==> src/rtl/hrp_pkg.sv <==
// ============================================================================
// hrp_pkg
// Shared types and constants for the hex record parser.
// ============================================================================
`default_nettype none

package hrp_pkg;

    localparam logic [7:0] COLON_CHAR   = 8'h3A;
    localparam logic [7:0] NEWLINE_CHAR = 8'h0A;
    localparam logic [7:0] NUL_CHAR     = 8'h00;
    localparam logic [8:0] FRAME_BYTES  = 9'd5;
    localparam logic [8:0] INDEX_MAX    = 9'd511;

    localparam int TDATA_W = 40;

    typedef enum logic [2:0] {
        ST_OK       = 3'd0,
        ST_EMPTY    = 3'd1,
        ST_LENGTH   = 3'd2,
        ST_CHECKSUM = 3'd3,
        ST_TYPE     = 3'd4,
        ST_NOSTART  = 3'd5
    } hrp_status_t;

    typedef enum logic {
        KIND_DATA   = 1'b0,
        KIND_STATUS = 1'b1
    } hrp_kind_t;

    typedef struct packed {
        hrp_kind_t   kind;
        logic [7:0]  data_byte;
        logic [7:0]  byte_offset;
        logic [15:0] load_address;
        hrp_status_t status;
        logic        last;
    } hrp_result_t;

endpackage

`default_nettype wire

==> src/rtl/hrp_parser.sv <==
// ============================================================================
// hrp_parser
// Record state and combinational decode of one character into at most one result.
// ============================================================================
`default_nettype none

module hrp_parser (
    input  wire logic                clk,
    input  wire logic                rst_n,
    input  wire logic                accept,
    input  wire logic [7:0]          char_in,
    output logic                     res_valid,
    output hrp_pkg::hrp_result_t     res
);
    import hrp_pkg::*;

    logic        in_record_reg, in_record_next;
    logic [3:0]  high_nibble_reg, high_nibble_next;
    logic        nibble_pending_reg, nibble_pending_next;
    logic [8:0]  byte_index_reg, byte_index_next;
    logic [7:0]  running_sum_reg, running_sum_next;
    logic [7:0]  record_count_reg, record_count_next;
    logic [15:0] record_address_reg, record_address_next;
    logic [7:0]  record_type_reg, record_type_next;

    logic        is_hex;
    logic [3:0]  digit;
    logic [7:0]  value;
    logic [8:0]  count_ext;

    always_comb
    begin
        is_hex = 1'b1;
        digit  = 4'd0;
        if (char_in >= 8'h30 && char_in <= 8'h39)
        begin
            digit = 4'(char_in - 8'h30);
        end
        else if (char_in >= 8'h61 && char_in <= 8'h66)
        begin
            digit = 4'(char_in - 8'h57);
        end
        else if (char_in >= 8'h41 && char_in <= 8'h46)
        begin
            digit = 4'(char_in - 8'h37);
        end
        else
        begin
            is_hex = 1'b0;
        end
    end

    assign value     = {high_nibble_reg, digit};
    assign count_ext = {1'b0, record_count_reg};

    always_comb
    begin
        in_record_next      = in_record_reg;
        high_nibble_next    = high_nibble_reg;
        nibble_pending_next = nibble_pending_reg;
        byte_index_next     = byte_index_reg;
        running_sum_next    = running_sum_reg;
        record_count_next   = record_count_reg;
        record_address_next = record_address_reg;
        record_type_next    = record_type_reg;

        res_valid        = 1'b0;
        res.kind         = KIND_DATA;
        res.data_byte    = 8'd0;
        res.byte_offset  = 8'd0;
        res.load_address = record_address_reg;
        res.status       = ST_OK;
        res.last         = 1'b0;

        if (!in_record_reg)
        begin
            if (char_in == COLON_CHAR)
            begin
                in_record_next      = 1'b1;
                high_nibble_next    = 4'd0;
                nibble_pending_next = 1'b0;
                byte_index_next     = 9'd0;
                running_sum_next    = 8'd0;
                record_count_next   = 8'd0;
                record_address_next = 16'd0;
                record_type_next    = 8'd0;
            end
            else if (char_in == NUL_CHAR)
            begin
                res_valid        = 1'b1;
                res.kind         = KIND_STATUS;
                res.load_address = 16'd0;
                res.status       = ST_NOSTART;
                res.last         = 1'b1;
            end
        end
        else if (char_in == NEWLINE_CHAR || char_in == NUL_CHAR)
        begin
            res_valid = 1'b1;
            res.kind  = KIND_STATUS;
            res.last  = 1'b1;
            priority if (byte_index_reg == 9'd0)
                res.status = ST_EMPTY;
            else if (byte_index_reg != count_ext + FRAME_BYTES)
                res.status = ST_LENGTH;
            else if (running_sum_reg != 8'd0)
                res.status = ST_CHECKSUM;
            else if (record_type_reg != 8'd0)
                res.status = ST_TYPE;
            else
                res.status = ST_OK;
            in_record_next      = 1'b0;
            high_nibble_next    = 4'd0;
            nibble_pending_next = 1'b0;
            byte_index_next     = 9'd0;
            running_sum_next    = 8'd0;
            record_count_next   = 8'd0;
            record_address_next = 16'd0;
            record_type_next    = 8'd0;
        end
        else if (is_hex)
        begin
            if (!nibble_pending_reg)
            begin
                high_nibble_next    = digit;
                nibble_pending_next = 1'b1;
            end
            else
            begin
                high_nibble_next    = 4'd0;
                nibble_pending_next = 1'b0;
                running_sum_next    = running_sum_reg + value;
                priority if (byte_index_reg == 9'd0)
                    record_count_next = value;
                else if (byte_index_reg == 9'd1)
                    record_address_next = {value, record_address_reg[7:0]};
                else if (byte_index_reg == 9'd2)
                    record_address_next = {record_address_reg[15:8], value};
                else if (byte_index_reg == 9'd3)
                    record_type_next = value;
                else if (byte_index_reg <= count_ext + 9'd3)
                begin
                    res_valid       = 1'b1;
                    res.data_byte   = value;
                    res.byte_offset = 8'(byte_index_reg - 9'd4);
                end
                if (byte_index_reg != INDEX_MAX)
                    byte_index_next = byte_index_reg + 9'd1;
            end
        end
    end

    always_ff @(posedge clk or negedge rst_n)
    begin
        if (!rst_n)
        begin
            in_record_reg      <= 1'b0;
            high_nibble_reg    <= 4'd0;
            nibble_pending_reg <= 1'b0;
            byte_index_reg     <= 9'd0;
            running_sum_reg    <= 8'd0;
            record_count_reg   <= 8'd0;
            record_address_reg <= 16'd0;
            record_type_reg    <= 8'd0;
        end
        else if (accept)
        begin
            in_record_reg      <= in_record_next;
            high_nibble_reg    <= high_nibble_next;
            nibble_pending_reg <= nibble_pending_next;
            byte_index_reg     <= byte_index_next;
            running_sum_reg    <= running_sum_next;
            record_count_reg   <= record_count_next;
            record_address_reg <= record_address_next;
            record_type_reg    <= record_type_next;
        end
    end

endmodule

`default_nettype wire

==> src/rtl/hrp_skid.sv <==
// ============================================================================
// hrp_skid
// Output register with a skid stage; ready toward the parser is registered.
// ============================================================================
`default_nettype none

module hrp_skid (
    input  wire logic                clk,
    input  wire logic                rst_n,
    input  wire logic                in_valid,
    output logic                     in_ready,
    input  wire hrp_pkg::hrp_result_t in_data,
    output logic                     out_valid,
    input  wire logic                out_ready,
    output hrp_pkg::hrp_result_t     out_data
);
    import hrp_pkg::*;

    logic        out_valid_reg;
    logic        skid_valid_reg;
    hrp_result_t out_data_reg;
    hrp_result_t skid_data_reg;

    assign in_ready  = !skid_valid_reg;
    assign out_valid = out_valid_reg;
    assign out_data  = out_data_reg;

    always_ff @(posedge clk or negedge rst_n)
    begin
        if (!rst_n)
        begin
            out_valid_reg  <= 1'b0;
            skid_valid_reg <= 1'b0;
        end
        else if (out_valid_reg && !out_ready)
        begin
            if (in_valid && !skid_valid_reg)
                skid_valid_reg <= 1'b1;
        end
        else if (skid_valid_reg)
        begin
            out_valid_reg  <= 1'b1;
            skid_valid_reg <= 1'b0;
        end
        else
        begin
            out_valid_reg <= in_valid;
        end
    end

    always_ff @(posedge clk)
    begin
        if (out_valid_reg && !out_ready)
        begin
            if (in_valid && !skid_valid_reg)
                skid_data_reg <= in_data;
        end
        else if (skid_valid_reg)
        begin
            out_data_reg <= skid_data_reg;
        end
        else if (in_valid)
        begin
            out_data_reg <= in_data;
        end
    end

endmodule

`default_nettype wire

==> src/rtl/hex_record_parser_core.sv <==
// ============================================================================
// hex_record_parser_core
// Hex record text parser: one character in, data bytes and record status out.
// ============================================================================
// Accepts one ASCII character per clock while s_tready is high, and registers
// the result that an accepted character causes. The record state is updated on
// each accepted character; results pass through an output register backed
// by a skid stage, so s_tready stays high while downstream takes results and
// drops only after two results are held. Data results (m_tuser = 0) carry each
// payload byte with its offset and the record address; the status result
// (m_tuser = 1, m_tlast = 1) closes a record on newline or NUL, and a NUL seen
// outside a record gives a no-start status. Discard the data of a record whose
// status is not ok.
`default_nettype none

module hex_record_parser_core (
    input  wire logic        clk,
    input  wire logic        rst_n,
    input  wire logic        s_tvalid,
    output logic             s_tready,
    input  wire logic [7:0]  s_tdata,   // [7:0] char_in
    output logic             m_tvalid,
    input  wire logic        m_tready,
    output logic [hrp_pkg::TDATA_W-1:0] m_tdata,
                                        // [7:0] data_byte, [15:8] byte_offset,
                                        // [31:16] load_address, [34:32] status, [39:35] zero
    output logic             m_tuser,   // [0] kind
    output logic             m_tlast
);
    import hrp_pkg::*;

    logic        accept;
    logic        res_valid;
    hrp_result_t res;
    hrp_result_t out_res;

    assign accept = s_tvalid && s_tready;

    hrp_parser u_parser (
        .clk       (clk),
        .rst_n     (rst_n),
        .accept    (accept),
        .char_in   (s_tdata),
        .res_valid (res_valid),
        .res       (res)
    );

    hrp_skid u_skid (
        .clk       (clk),
        .rst_n     (rst_n),
        .in_valid  (accept && res_valid),
        .in_ready  (s_tready),
        .in_data   (res),
        .out_valid (m_tvalid),
        .out_ready (m_tready),
        .out_data  (out_res)
    );

    assign m_tdata = {5'd0, out_res.status, out_res.load_address,
                      out_res.byte_offset, out_res.data_byte};
    assign m_tuser = out_res.kind;
    assign m_tlast = out_res.last;

`ifndef SYNTH
    a_stall_has_output: assert property (@(posedge clk) disable iff (!rst_n)
        !s_tready |-> m_tvalid)
        else $error("input stalled with no result held");

    a_status_is_last: assert property (@(posedge clk) disable iff (!rst_n)
        m_tvalid |-> (m_tuser == m_tlast))
        else $error("result kind and last disagree");

    a_data_status_ok: assert property (@(posedge clk) disable iff (!rst_n)
        (m_tvalid && !m_tuser) |-> (m_tdata[34:32] == ST_OK))
        else $error("data result carries a status");

    a_status_range: assert property (@(posedge clk) disable iff (!rst_n)
        m_tvalid |-> (m_tdata[34:32] <= ST_NOSTART && m_tdata[39:35] == 5'd0))
        else $error("status code out of range");
`endif

endmodule

`default_nettype wire

==> config.mk <==
export PLATFORM = sky130hd
export DESIGN_NAME = hex_record_parser_core
export DESIGN_NICKNAME = d
export VERILOG_FILES = /design/src/rtl/hrp_pkg.sv /design/src/rtl/hrp_parser.sv /design/src/rtl/hrp_skid.sv /design/src/rtl/hex_record_parser_core.sv
export SDC_FILE = /design/constraint.sdc
export NUM_CORES = 1
export LEC_CHECK = 0
export ABC_AREA = 1
export BUFFER_PORTS_ARGS = -buffer_cell sky130_fd_sc_hd__buf_2
export CAP_MARGIN = 30
export CORE_MARGIN = 2
export CORE_UTILIZATION = 60
export CTS_BUF_LIST = sky130_fd_sc_hd__clkbuf_2
export DETAILED_ROUTE_END_ITERATION = 7
export PLACE_DENSITY = 0.8
export SLEW_MARGIN = 20
export SYNTH_ARGS = -nofsm -noshare
export SYNTH_HDL_FRONTEND = slang
export SYNTH_SLANG_ARGS = --single-unit
==> constraint.sdc <==
create_clock -name clk -period 5.8 [get_ports clk]
set_input_delay 0.58 -clock clk [delete_from_list [all_inputs] [get_ports clk]]
set_output_delay 0.58 -clock clk [all_outputs]
set_load 0.005 [all_outputs]
== After elaboration in Yosys (flattened, before gate mapping) ==
Index checks and enable logic that the tools add are counted.

* Bits of input ports: 12
* Output and inout bits: 44
* Flip-flop bits (word level): 131

* Mux-type cells: 87
* Bitwise gates (word level): 1
* Equal/unequal tests: 18
* Magnitude comparators: 7
* Reductions and logical operators: 25
* $add $sub $neg: 8

{| class="wikitable"
|+ Operators with widths
! operator !! number
|-
| $mux W16 || 17
|-
| $mux W8 || 19
|-
| $mux W37 || 2
|-
| $mux W9 || 6
|-
| $mux W20 || 2
|-
| $mux W4 || 10
|-
| $ne A3 B3 Y1 const B || 10
|-
| $mux W1 || 27
|-
| $eq A9 B2 Y1 const B || 2
|-
| $ge A8 B7 Y1 const B || 2
|-
| $le A8 B7 Y1 const B || 2
|-
| $reduce_bool A8 Y1 || 2
|-
| $mux W3 || 4
|-
| $reduce_and A5 Y1 || 2
|-
| $add A8 B2 Y9 const B || 1
|-
| $add A8 B3 Y9 const B || 1
|-
| $add A9 B1 Y9 const B || 1
|-
| $eq A9 B1 Y1 const B || 1
|-
| $le A9 B9 Y1 || 1
|-
| $logic_not A9 Y1 || 1
|-
| $ne A9 B9 Y1 || 1
|-
| $ne A9 B9 Y1 const B || 1
|-
| $add A8 B8 Y8 || 1
|-
| $eq A8 B4 Y1 const B || 1
|-
| 19 further kinds || 29
|}

== Longest topological paths before layout ==
Gate-level depths: netlist (run 1).

* Depth in word-level cells: 16
* Depth in mapped cells: 19

== By module ==
From an unflattened synthesis (run 1), not the netlist that was laid out.

* Cell total of the unflattened synthesis: 804
* Area total of the unflattened synthesis: 7,114.3 um^2

{| class="wikitable"
|+ By module, submodules not included
! module !! instances !! cells each !! area each (um^2) !! seq. area each (um^2)
|-
| hrp_parser || 1 || 588 || 4,269.1 || 1,376.3
|-
| hrp_skid || 1 || 206 || 2,786.4 || 2,272.2
|-
| hex_record_parser_core || 1 || 10 || 58.8 || 0.0
|}

== Worst setup path after synthesis (run 1) ==
No wires, ideal clock.

* Kind: flip-flop to flip-flop
* From: reg u_parser.record_count_reg[0]
* To: reg u_skid.out_data_reg, in the netlist u_skid.out_data[10] (enable)
* Path slack: 1.343 ns
* Library setup time: 0.441 ns
* Arrival time: 4.016 ns
* Stages on the path, launching flop included: 15
* Data required time: 5.359 ns
* Path through: dfrtp_1 -> inv_1 -> ha_1 -> nor3_1 -> nand3_1 -> xor2_1 -> ha_1 -> a21oi_1 -> o21a_1 -> nand3_1 -> nand2_1 -> nand3_4 -> nand2_1 -> nand2_1 -> a21oi_1

* Cells in the longest elaborated chain, start to end: 14

{| class="wikitable"
|+ RTL lines
! element !! RTL line !! source
|-
| from (decl) || hrp_parser.sv:22 || <nowiki>logic [7:0] record_count_reg, record_count_next;</nowiki>
|-
| from (signal assigned) || hrp_parser.sv:173 || <nowiki>record_count_reg <= record_count_next;</nowiki>
|-
| $add A8 B2 Y9 || hrp_parser.sv:141 || <nowiki>else if (byte_index_reg <= count_ext + 9'd3)</nowiki>
|-
| $le A9 B9 Y1 || hrp_parser.sv:141 ||
|-
| $mux W1 || hrp_parser.sv:141 ||
|-
| $mux W1 || hrp_parser.sv:139 || <nowiki>else if (byte_index_reg == 9'd3)</nowiki>
|-
| $mux W1 || hrp_parser.sv:137 || <nowiki>else if (byte_index_reg == 9'd2)</nowiki>
|-
| $mux W1 || hrp_parser.sv:135 || <nowiki>else if (byte_index_reg == 9'd1)</nowiki>
|-
| $mux W1 || hrp_parser.sv:133 || <nowiki>priority if (byte_index_reg == 9'd0)</nowiki>
|-
| $mux W1 || hrp_parser.sv:123 || <nowiki>if (!nibble_pending_reg)</nowiki>
|-
| $mux W1 || hrp_parser.sv:121 || <nowiki>else if (is_hex)</nowiki>
|-
| $mux W1 || hrp_parser.sv:97 || <nowiki>else if (char_in == NEWLINE_CHAR || char_in == NUL_CHAR)</nowiki>
|-
| $mux W1 || hrp_parser.sv:75 || <nowiki>if (!in_record_reg)</nowiki>
|-
| $logic_and A1 B1 Y1 || hex_record_parser_core.sv:51 || <nowiki>.in_valid (accept && res_valid),</nowiki>
|-
| $reduce_bool A2 Y1 (no source line) || - ||
|-
| $reduce_and A2 Y1 (no source line) || - ||
|-
| to (signal assigned) || hrp_skid.sv:60 || <nowiki>out_data_reg <= skid_data_reg;</nowiki>
|-
| to (signal assigned) || hrp_skid.sv:64 || <nowiki>out_data_reg <= in_data;</nowiki>
|-
| to (decl) || hrp_skid.sv:21 || <nowiki>hrp_result_t out_data_reg;</nowiki>
|}

Every way passes these cells.
A chain may end at the register's enable or synchronous reset.

== Final worst setup path (run 1) ==
* From: reg u_parser.record_count_reg[0]
* To: reg u_skid.skid_data_reg[10] (netlist bit) (enable)

* Cells in the longest elaborated chain, start to end: 14

{| class="wikitable"
|+ RTL lines
! element !! RTL line !! source
|-
| $add A8 B2 Y9 || hrp_parser.sv:141 ||
|-
| $le A9 B9 Y1 || hrp_parser.sv:141 ||
|-
| $mux W1 || hrp_parser.sv:141 ||
|-
| $mux W1 || hrp_parser.sv:139 ||
|-
| $mux W1 || hrp_parser.sv:137 ||
|-
| $mux W1 || hrp_parser.sv:135 ||
|-
| $mux W1 || hrp_parser.sv:133 ||
|-
| $mux W1 || hrp_parser.sv:123 ||
|-
| $mux W1 || hrp_parser.sv:121 ||
|-
| $mux W1 || hrp_parser.sv:97 ||
|-
| $mux W1 || hrp_parser.sv:75 ||
|-
| $logic_and A1 B1 Y1 || hex_record_parser_core.sv:51 ||
|-
| $logic_and A1 B1 Y1 || hrp_skid.sv:55 || <nowiki>if (in_valid && !skid_valid_reg)</nowiki>
|-
| $reduce_and A2 Y1 (no source line) || - ||
|-
| to (signal assigned) || hrp_skid.sv:56 || <nowiki>skid_data_reg <= in_data;</nowiki>
|-
| to (decl) || hrp_skid.sv:22 || <nowiki>hrp_result_t skid_data_reg;</nowiki>
|}

Every way passes these cells.

==> results of run 1 <==
[cell families after synthesis]
kind of cell	after synthesis	synth area share [%]
and+or+nand+nor	392	24.98
DFF	129	51.39
buffers and inverters	113	7.149
AOI/OAI and AO/OA	91	7.705
adders and majority gates	32	5.841
xor gates and xnor gates	23	2.885
other	1	0.05370
[worst min path at each step]
stage,slack (ns),end,startpoint,cells after the start
6_report,-0.004,u_parser.record_count_reg[6],rst_n,2
4_1_cts,0.008,u_parser.record_count_reg[3],rst_n,2
3_3_place_gp,0.47,u_parser.record_address_reg[13],u_parser.record_address_reg[13],2
3_5_place_dp,0.47,u_parser.record_address_reg[0],u_parser.record_address_reg[0],2
2_1_floorplan,0.28,u_parser.byte_index_reg[0],rst_n,0
5_1_grt,0.03,u_parser.record_count_reg[6],rst_n,2
[power by group]
part | total (uW) | switching, uW | internal, uW
registers | 1080 | 46.5 | 1030
clock network | 595 | 381 | 214
logic | 389 | 265 | 124
[layer usage]
metal | GRT usage, % | vias up | routed length, um
met5 | 0 | - | 0
met4 | 8.230 | 0 | 296
met3 | 4.954 | 28 | 854
met2 | 41.82 | 198 | 7539
met1 | 33.69 | 2559 | 6622
li1 | - | 2630 | -
[layout make-up]
cell class | instances | area share [%]
repair buffers | 56 | 4.152
multi-input cells | 543 | 38.51
flip-flops and latches | 129 | 47.26
clock buffers | 17 | 1.120
well taps | 143 | 2.356
diodes | 1 | 0.03295
clock inverters | 15 | 2.290
inverters | 86 | 4.284
[critical path, delay by kind of cell, from the launching register on]
kind / cells / cell delay [ns]
DFF: 1 / 0.45
xor gates and xnor gates: 1 / 0.17
AOI/OAI and AO/OA: 2 / 0.30
and+or+nand+nor: 8 / 1.55
buffers and inverters: 2 / 0.52
adders and majority gates: 2 / 0.53
[per-stage QoR]
stage / hold WS [ns] / instances / total power (uW) / setup WS, ns / instance area [sq um]
detailed placement: 0.4715 / 956 / 1473 / 1.897 / 7305
finish: -0.003958 / 990 / 2061 / 1.963 / 7594
CTS: 0.007545 / 988 / 2058 / 1.831 / 7564
global route: 0.02675 / 990 / 2157 / 1.676 / 7594
floorplan: 0.2844 / 785 / 1376 / 1.343 / 6998
global placement: 0.4671 / 956 / 1459 / 2.104 / 7305
[synthesized netlist by cell type, types with 5 or more instances]
cell type / count / share of area (%)
nand2_1: 226 / 12
inv_1: 76 / 4.1
nor2_1: 73 / 3.9
edfxtp_1: 72 / 31
dfrtp_1: 57 / 20
nand3_1: 46 / 3.3
ha_1: 31 / 5.6
o21ai_1: 26 / 1.9
o21ai_0: 23 / 1.6
a21oi_1: 20 / 1.4
xor2_1: 20 / 2.5
o21ai_2: 14 / 1.8
clkbuf_1: 10 / 0.54
buf_4: 8 / 0.86
nor2_2: 8 / 0.72
inv_2: 7 / 0.38
nand2_2: 7 / 0.63
buf_6: 5 / 0.81
nand3_2: 5 / 0.72
==> reports/results.md, run 1 <==
| Group | Item | Reported |
| --- | --- | --- |
| sta | Smallest hold slack | -0.003958 ns |
| place | Final estimated routing congestion in global placement | 0.9080 |
| clock tree | Post-CTS sizing | 0 |
| floorplanning | Die Span X | 111.9 um |
| global route | Combined global-route utilization of all metal layers | 25.22% |
| clock tree | Insertion delay of the later-clocked pin in the worst-skew pair | 0.68 ns |
| power and ir drop | Pwr per Cell Area | 271.4 nW/um^2 |
| place | Port bufs | 50 |
| power and ir drop | Leakage power figure | 0.003385 uW |
| global route | GRT overflow | 0 |
| worst setup path | Depth of the worst register-to-register path | 15 |
| clock tree | H-Tree Depth | 4 |
| worst setup path | Required arrival time at the worst endpoint | 6.16 ns |
| floorplanning | Ports | 56 |
| floorplanning | Rows | 39 |
| detailed routing | DR pass1 iterations | 6 |
| sta | Crit share post-route | 66.15% |
| cells and area | Area taken by flip-flops and latches | 3588 sq um |
| run | MaxCap Viol Count | 0 |
| clock tree | Max clock buf depth | 2 |
| synth | Count of flip-flops with a built-in enable after synthesis | 72 |
| floorplanning | Effective utilization at floorplan | 61.42% |
| cells and area | Count of nets after finishing | 877 |
| cells and area | Share of layout cells above drive strength 1 | 17.38% |
| worst setup path | FF-to-FF End | u_skid.skid_data_reg[10] |
| sta | Relative max-transition margin | 49.40% |
| synth | Count of state elements after synthesis | 129 |
| place | Sum of net half-perimeters after detailed placement | 10800 um |
| clock tree | Cell at the root of the clock tree | clkbuf_2 |
| worst setup path | Element type at the critical path end | register |
| global route | Pin count of the biggest net entering global routing | 58 |
| worst setup path | Startpoint of the lowest-slack register-to-register path | u_parser.record_count_reg[0] |
| clock tree | Reg clk slew, reported paths | 0.23 ns |
| worst setup path | First element of the critical path | u_parser.record_count_reg[0] |
| detailed routing | Detailed Route Iter0 Violations | 473 |
| floorplanning | Die span in y | 111.9 um |
| worst setup path | Most common cell on crit path | nand2_1 |
| global route | Vias in the first global route | 5194 |
| clock tree | Hold-fix buffer count after cts | 0 |
| detailed routing | Drt wl/cell | 15.47 um |
| worst setup path | Crit-path max cell delay | 0.45 ns |
| cells and area | Most common cell after layout, fill and taps aside | nand2_1 |
| clock tree | Clock sink total | 129 |
| synth | Seq/Total Area, Yosys | 51.39% |
| sta | Max Freq | 0.2607 GHz |
| detailed routing | Antenna Nets Post-Route | 0 |
| synth | Number of warnings printed during yosys synthesis | 0 |
| sta | Unrepaired setup endpoints after global routing | false |
| worst setup path | Crit-path slowest cell | dfrtp_1 |
| global route | Antenna violations before repair | 1 |
| cells and area | Area taken by multi-input logic gates | 2924 sq um |
| clock tree | Number of buffers inserted to repair setup after CTS | 0 |
| detailed routing | Drc violations | 0 |
| synth | Async set or reset register ratio after synthesis | 44.19% |
| worst setup path | Type of the worst setup path | register to register |
| floorplanning | Total die area | 12520 sq um |
| hold path | Hold Crit Class | primary input to asynchronous set/reset pin |
| synth | Post-synthesis cell count | 781 |
| worst setup path | Kind of launch point of the worst setup path | register |
| global route | First-pass GRT wire length | 25080 um |
| cells and area | Fillers | 866 |
| clock tree | CTS tree | done |
| sta | Total count of hold-check failures in the final report | 2 |
| synth | Main synth FF type | edfxtp_1 |
| worst setup path | Critical path, cell by cell | inv_1 -> ha_1 -> nor3_1 -> nand3_1 -> xor2_1 -> ha_1 -> a21oi_1 -> o21a_1 -> nand3_1 -> nand2_1 -> nand3_4 -> nand2_1 -> nand2_1 -> nor2_2 -> buf_4 |
| sta | Transition time at the pin with the least slew margin | 0.7590 ns |
| cells and area | Area added between synthesis and finish | 8.744% |
| detailed routing | Final routed wirelength across all metal layers | 15310 um |
| power and ir drop | Worst vdd rail ir drop | 0.1641 mV |
| sta | Pins Over Slew Limit | 0 |
| cells and area | Highest-count cells in the layout ignoring fill and taps | 226 x nand2_1, 76 x inv_1, 72 x nor2_1, 72 x edfxtp_1, 57 x dfrtp_1 |
| synth | Mean Syn Cell Area | 8.941 sq um |
| outcome | Outcome | complete, but fails checks |
| worst setup path | Largest fanout of any net on the critical path | 26 |
| sta | Setup Skew | 0.02999 ns |
| clock tree | TritonCTS buffer count | 17 |
| sta | Number of setup violations in the final report | 0 |
| worst setup path | Arrival time of the worst setup path | 4.19 ns |
| synth | Cell area after technology mapping | 6983 sq um |
| outcome | Violations in the final reports | hold timing |
| sta | Total negative slack | 0 ns |
| worst setup path | Register-to-register setup slack | 1.96 ns |
| sta | Crit path time final | 3.837 ns |
| detailed routing | Via total after detailed routing | 5415 |
| worst setup path | CP endpoint | u_skid.skid_data_reg[10] |
| cells and area | Final Util | 66.79% |
| detailed routing | Via-per-instance ratio | 5.470 |
| floorplanning | Core ar. | 11370 sq um |
| synth | Unique masters post-synth | 45 |
Power figures use the tool's default switching activity.
==> run 2, diff against run 1 <==
--- a/config.mk
+++ b/config.mk
@@ -9,10 +9,10 @@
 export BUFFER_PORTS_ARGS = -buffer_cell sky130_fd_sc_hd__buf_2
 export CAP_MARGIN = 30
 export CORE_MARGIN = 2
-export CORE_UTILIZATION = 60
+export CORE_UTILIZATION = 56
 export CTS_BUF_LIST = sky130_fd_sc_hd__clkbuf_2
 export DETAILED_ROUTE_END_ITERATION = 7
-export PLACE_DENSITY = 0.8
+export PLACE_DENSITY = 0.78
 export SLEW_MARGIN = 20
 export SYNTH_ARGS = -nofsm -noshare
 export SYNTH_HDL_FRONTEND = slang
==> constraint.sdc (replaced) <==
create_clock -name clk -period 3.4 [get_ports clk]
set_input_delay 0.34 -clock clk [delete_from_list [all_inputs] [get_ports clk]]
set_output_delay 0.34 -clock clk [all_outputs]
set_load 0.005 [all_outputs]
==> run 2 against run 1 <==
Against the previous run:
- the run now ends clean
- largest power group unchanged
- final cell count grew 3.0%
- sequential cell count is the same
- clock skew grew 0.0050 ns
==> reports/results.md, run 2 (synthesis results as in run 1) <==
| Group | Item | Reported | Delta |
| --- | --- | --- | --- |
| detailed routing | Detailed Route Iter0 Violations | 500 | was 473 |
| detailed routing | Drt wl/cell | 14.49 um | was 15.47 um |
| hold path | Hold Crit Class | primary input to asynchronous set/reset pin | unchanged |
| global route | Antenna violations before repair | 0 | was 1 |
| global route | Vias in the first global route | 4998 | was 5194 |
| cells and area | Highest-count cells in the layout ignoring fill and taps | 226 x nand2_1, 76 x inv_1, 72 x nor2_1, 72 x edfxtp_1, 57 x dfrtp_1 | unchanged |
| cells and area | Number of non-filler instances in the completed layout | 1020 | was 990 |
| floorplanning | Ports | 56 | unchanged |
| sta | Setup Skew | 0.03502 ns | was 0.02999 ns |
| floorplanning | Rows | 40 | was 39 |
| detailed routing | Metal-1 WL | 6597 um | was 6622 um |
| sta | Crit path setup slack, layout | 0.2635 ns | was 1.963 ns |
| detailed routing | Antenna Nets Post-Route | 0 | unchanged |
| cells and area | Fillers | 1049 | was 866 |
| clock tree | Max clock buf depth | 2 | unchanged |
| worst setup path | Required arrival time at the worst endpoint | 3.80 ns | was 6.16 ns |
| clock tree | Clock sink total | 129 | unchanged |
| clock tree | CTS tree | done | unchanged |
| power and ir drop | Leakage power figure | 0.003418 uW | was 0.003385 uW |
| sta | Transition time at the pin with the least slew margin | 0.6986 ns | was 0.7590 ns |
| detailed routing | Via total after detailed routing | 5316 | was 5415 |
| floorplanning | Effective utilization at floorplan | 57.65% | was 61.42% |
| sta | Max Freq | 0.3188 GHz | was 0.2607 GHz |
| worst setup path | Largest fanout of any net on the critical path | 36 | was 26 |
| place | Sum of net half-perimeters after detailed placement | 10990 um | was 10800 um |
| run | MaxCap Viol Count | 0 | unchanged |
| sta | Unrepaired setup endpoints after global routing | false | unchanged |
| sta | Relative max-transition margin | 53.38% | was 49.40% |
| sta | Total negative slack | 0 ns | unchanged |
| sta | Crit share post-route | 92.25% | was 66.15% |
| place | Setup slack at placement | 0.2122 ns | was 1.897 ns |
| worst setup path | FF-to-FF End | u_skid.out_data[25] | was u_skid.skid_data_reg[10] |
| global route | Combined global-route utilization of all metal layers | 23.64% | was 25.22% |
| power and ir drop | Pwr per Cell Area | 453.8 nW/um^2 | was 271.4 nW/um^2 |
| detailed routing | Drc violations | 0 | unchanged |
| global route | First-pass GRT wire length | 24230 um | was 25080 um |
| floorplanning | Core ar. | 12110 sq um | was 11370 sq um |
| clock tree | Cell at the root of the clock tree | clkbuf_2 | unchanged |
| cells and area | ANT cells | 0 | was 1 |
| outcome | Outcome | complete, no violations | was complete, but fails checks |
| floorplanning | Total die area | 13380 sq um | was 12520 sq um |
| global route | GRT overflow | 0 | unchanged |
| worst setup path | Depth of the worst register-to-register path | 16 | was 15 |
| sta | Smallest hold slack | 0.04753 ns | was -0.003958 ns |
| worst setup path | Type of the worst setup path | register to register | unchanged |
| worst setup path | Register-to-register setup slack | 0.26 ns | was 1.96 ns |
| floorplanning | Die Span X | 115.7 um | was 111.9 um |
| clock tree | TritonCTS buffer count | 17 | unchanged |
| worst setup path | Kind of launch point of the worst setup path | register | unchanged |
| detailed routing | Final routed wirelength across all metal layers | 14780 um | was 15310 um |
| place | Port bufs | 50 | unchanged |
| floorplanning | Die span in y | 115.7 um | was 111.9 um |
| clock tree | Reg clk slew, reported paths | 0.20 ns | was 0.23 ns |
| detailed routing | DR pass1 iterations | 6 | unchanged |
| detailed routing | Metal3 WL | 737 um | was 854 um |
| clock tree | H-Tree Depth | 4 | unchanged |
| clock tree | Insertion delay of the later-clocked pin in the worst-skew pair | 0.70 ns | was 0.68 ns |
| sta | Crit path time final | 3.137 ns | was 3.837 ns |
| cells and area | Share of layout cells above drive strength 1 | 17.84% | was 17.38% |
| sta | Number of setup violations in the final report | 0 | unchanged |
| worst setup path | Startpoint of the lowest-slack register-to-register path | u_parser.record_count_reg[1] | was u_parser.record_count_reg[0] |
| detailed routing | Detailed-routed wire length on met2 | 7128 um | was 7539 um |
| cells and area | Count of nets after finishing | 883 | was 877 |
| worst setup path | First element of the critical path | u_parser.record_count_reg[1] | was u_parser.record_count_reg[0] |
| sta | Total count of hold-check failures in the final report | 0 | was 2 |
| sta | Pins Over Slew Limit | 0 | unchanged |
| detailed routing | Highest metal layer with signal wires | met4 | unchanged |
| cells and area | Area added between synthesis and finish | 10.12% | was 8.744% |
| cells and area | Most common cell after layout, fill and taps aside | nand2_1 | unchanged |
| global route | Pin count of the biggest net entering global routing | 42 | was 58 |
| worst setup path | Arrival time of the worst setup path | 3.53 ns | was 4.19 ns |
| detailed routing | Via-per-instance ratio | 5.212 | was 5.470 |
| power and ir drop | Worst vdd rail ir drop | 0.1895 mV | was 0.1641 mV |
| place | Placed Cells | 985 | was 956 |
| worst setup path | CP endpoint | u_skid.out_data[25] | was u_skid.skid_data_reg[10] |
| worst setup path | Element type at the critical path end | register | unchanged |
| place | Final estimated routing congestion in global placement | 0.9174 | was 0.9080 |
==> run 2: cell types whose count changed in the layout (fill, tap and decap cells not counted), moves of 2 or more <==
cell,previous run,this run
clkinv_2,0,2
clkinv_4,1,3
clkbuf_2,17,19
buf_4,5,8
inv_6,6,1
inv_8,3,0
buf_12,0,3
==> run 2: power by group <==
group          switching (uW)  internal (uW)  total, uW
Sequential               82.1           1760       1840
Combinational             448            213        661
Clock                     574            416        989
Total                    1100           2390       3490
==> run 2: critical path: stages (launching register included) <==
cell     delay [ns]
dfrtp_1        0.43
inv_1          0.08
ha_1           0.21
nor3_1         0.25
buf_4          0.16
xor2_1         0.16
ha_1           0.26
a21oi_1        0.15
o21ai_0        0.09
nand2_1        0.06
nand3_1        0.06
nand2_1        0.12
nand3_4        0.14
nand2_1        0.09
nand2_1        0.17
a21oi_4        0.20
buf_12         0.22
==> run 2: area by class of cell <==
| class | count | area (sq um) | area share, % |
|---|---|---|---|
| Sequential cell | 129 | 3588 | 46.66 |
| Multi-Input combinational cell | 543 | 2929 | 38.09 |
| Timing Repair Buffer | 62 | 380.4 | 4.946 |
| Inverter | 86 | 325.3 | 4.230 |
| Tap cell | 168 | 210.2 | 2.733 |
| Clock inverter | 13 | 161.4 | 2.099 |
| Clock buffer | 19 | 95.09 | 1.237 |
==> run 2: per-stage QoR <==
stage | utilization [%] | total power [uW] | instance area, sq um
2_1_floorplan | - | 2349 | 7017
3_3_place_gp | 61.06 | 2506 | 7396
3_5_place_dp | 61.06 | 2524 | 7396
4_1_cts | 63.26 | 3503 | 7662
5_1_grt | 63.49 | 3666 | 7690
6_report | 63.49 | 3490 | 7690
==> run 2: worst min-delay path by stage <==
stage | startpoint | endpoint | slack, ns | cells after the start
after floorplan | rst_n | u_parser.byte_index_reg[0] | 0.04 | 0
after global placement | u_parser.record_address_reg[8] | u_parser.record_address_reg[8] | 0.47 | 2
after detailed placement | u_parser.record_address_reg[11] | u_parser.record_address_reg[11] | 0.47 | 2
after CTS | s_tvalid | u_parser.in_record_reg | 0.0003 | 4
after global routing | m_tready | u_skid.skid_valid_reg | 0.005 | 4
final | rst_n | u_parser.byte_index_reg[7] | 0.05 | 2
==> run 2: what timing repair did <==
action                                 CTS  global route
setup buffers                            0             1
endpoints found under the hold margin   39             0
hold buffers                             1             0
resized for setup                        0             0
setup endpoints to repair                0            12
==> run 2: layer usage <==
layer | global-route usage [%] | vias to the layer above
li1 | - | 2644
met1 | 31.47 | 2495
met2 | 38.28 | 152
met3 | 5.073 | 25
met4 | 9.127 | 0
met5 | 0 | -
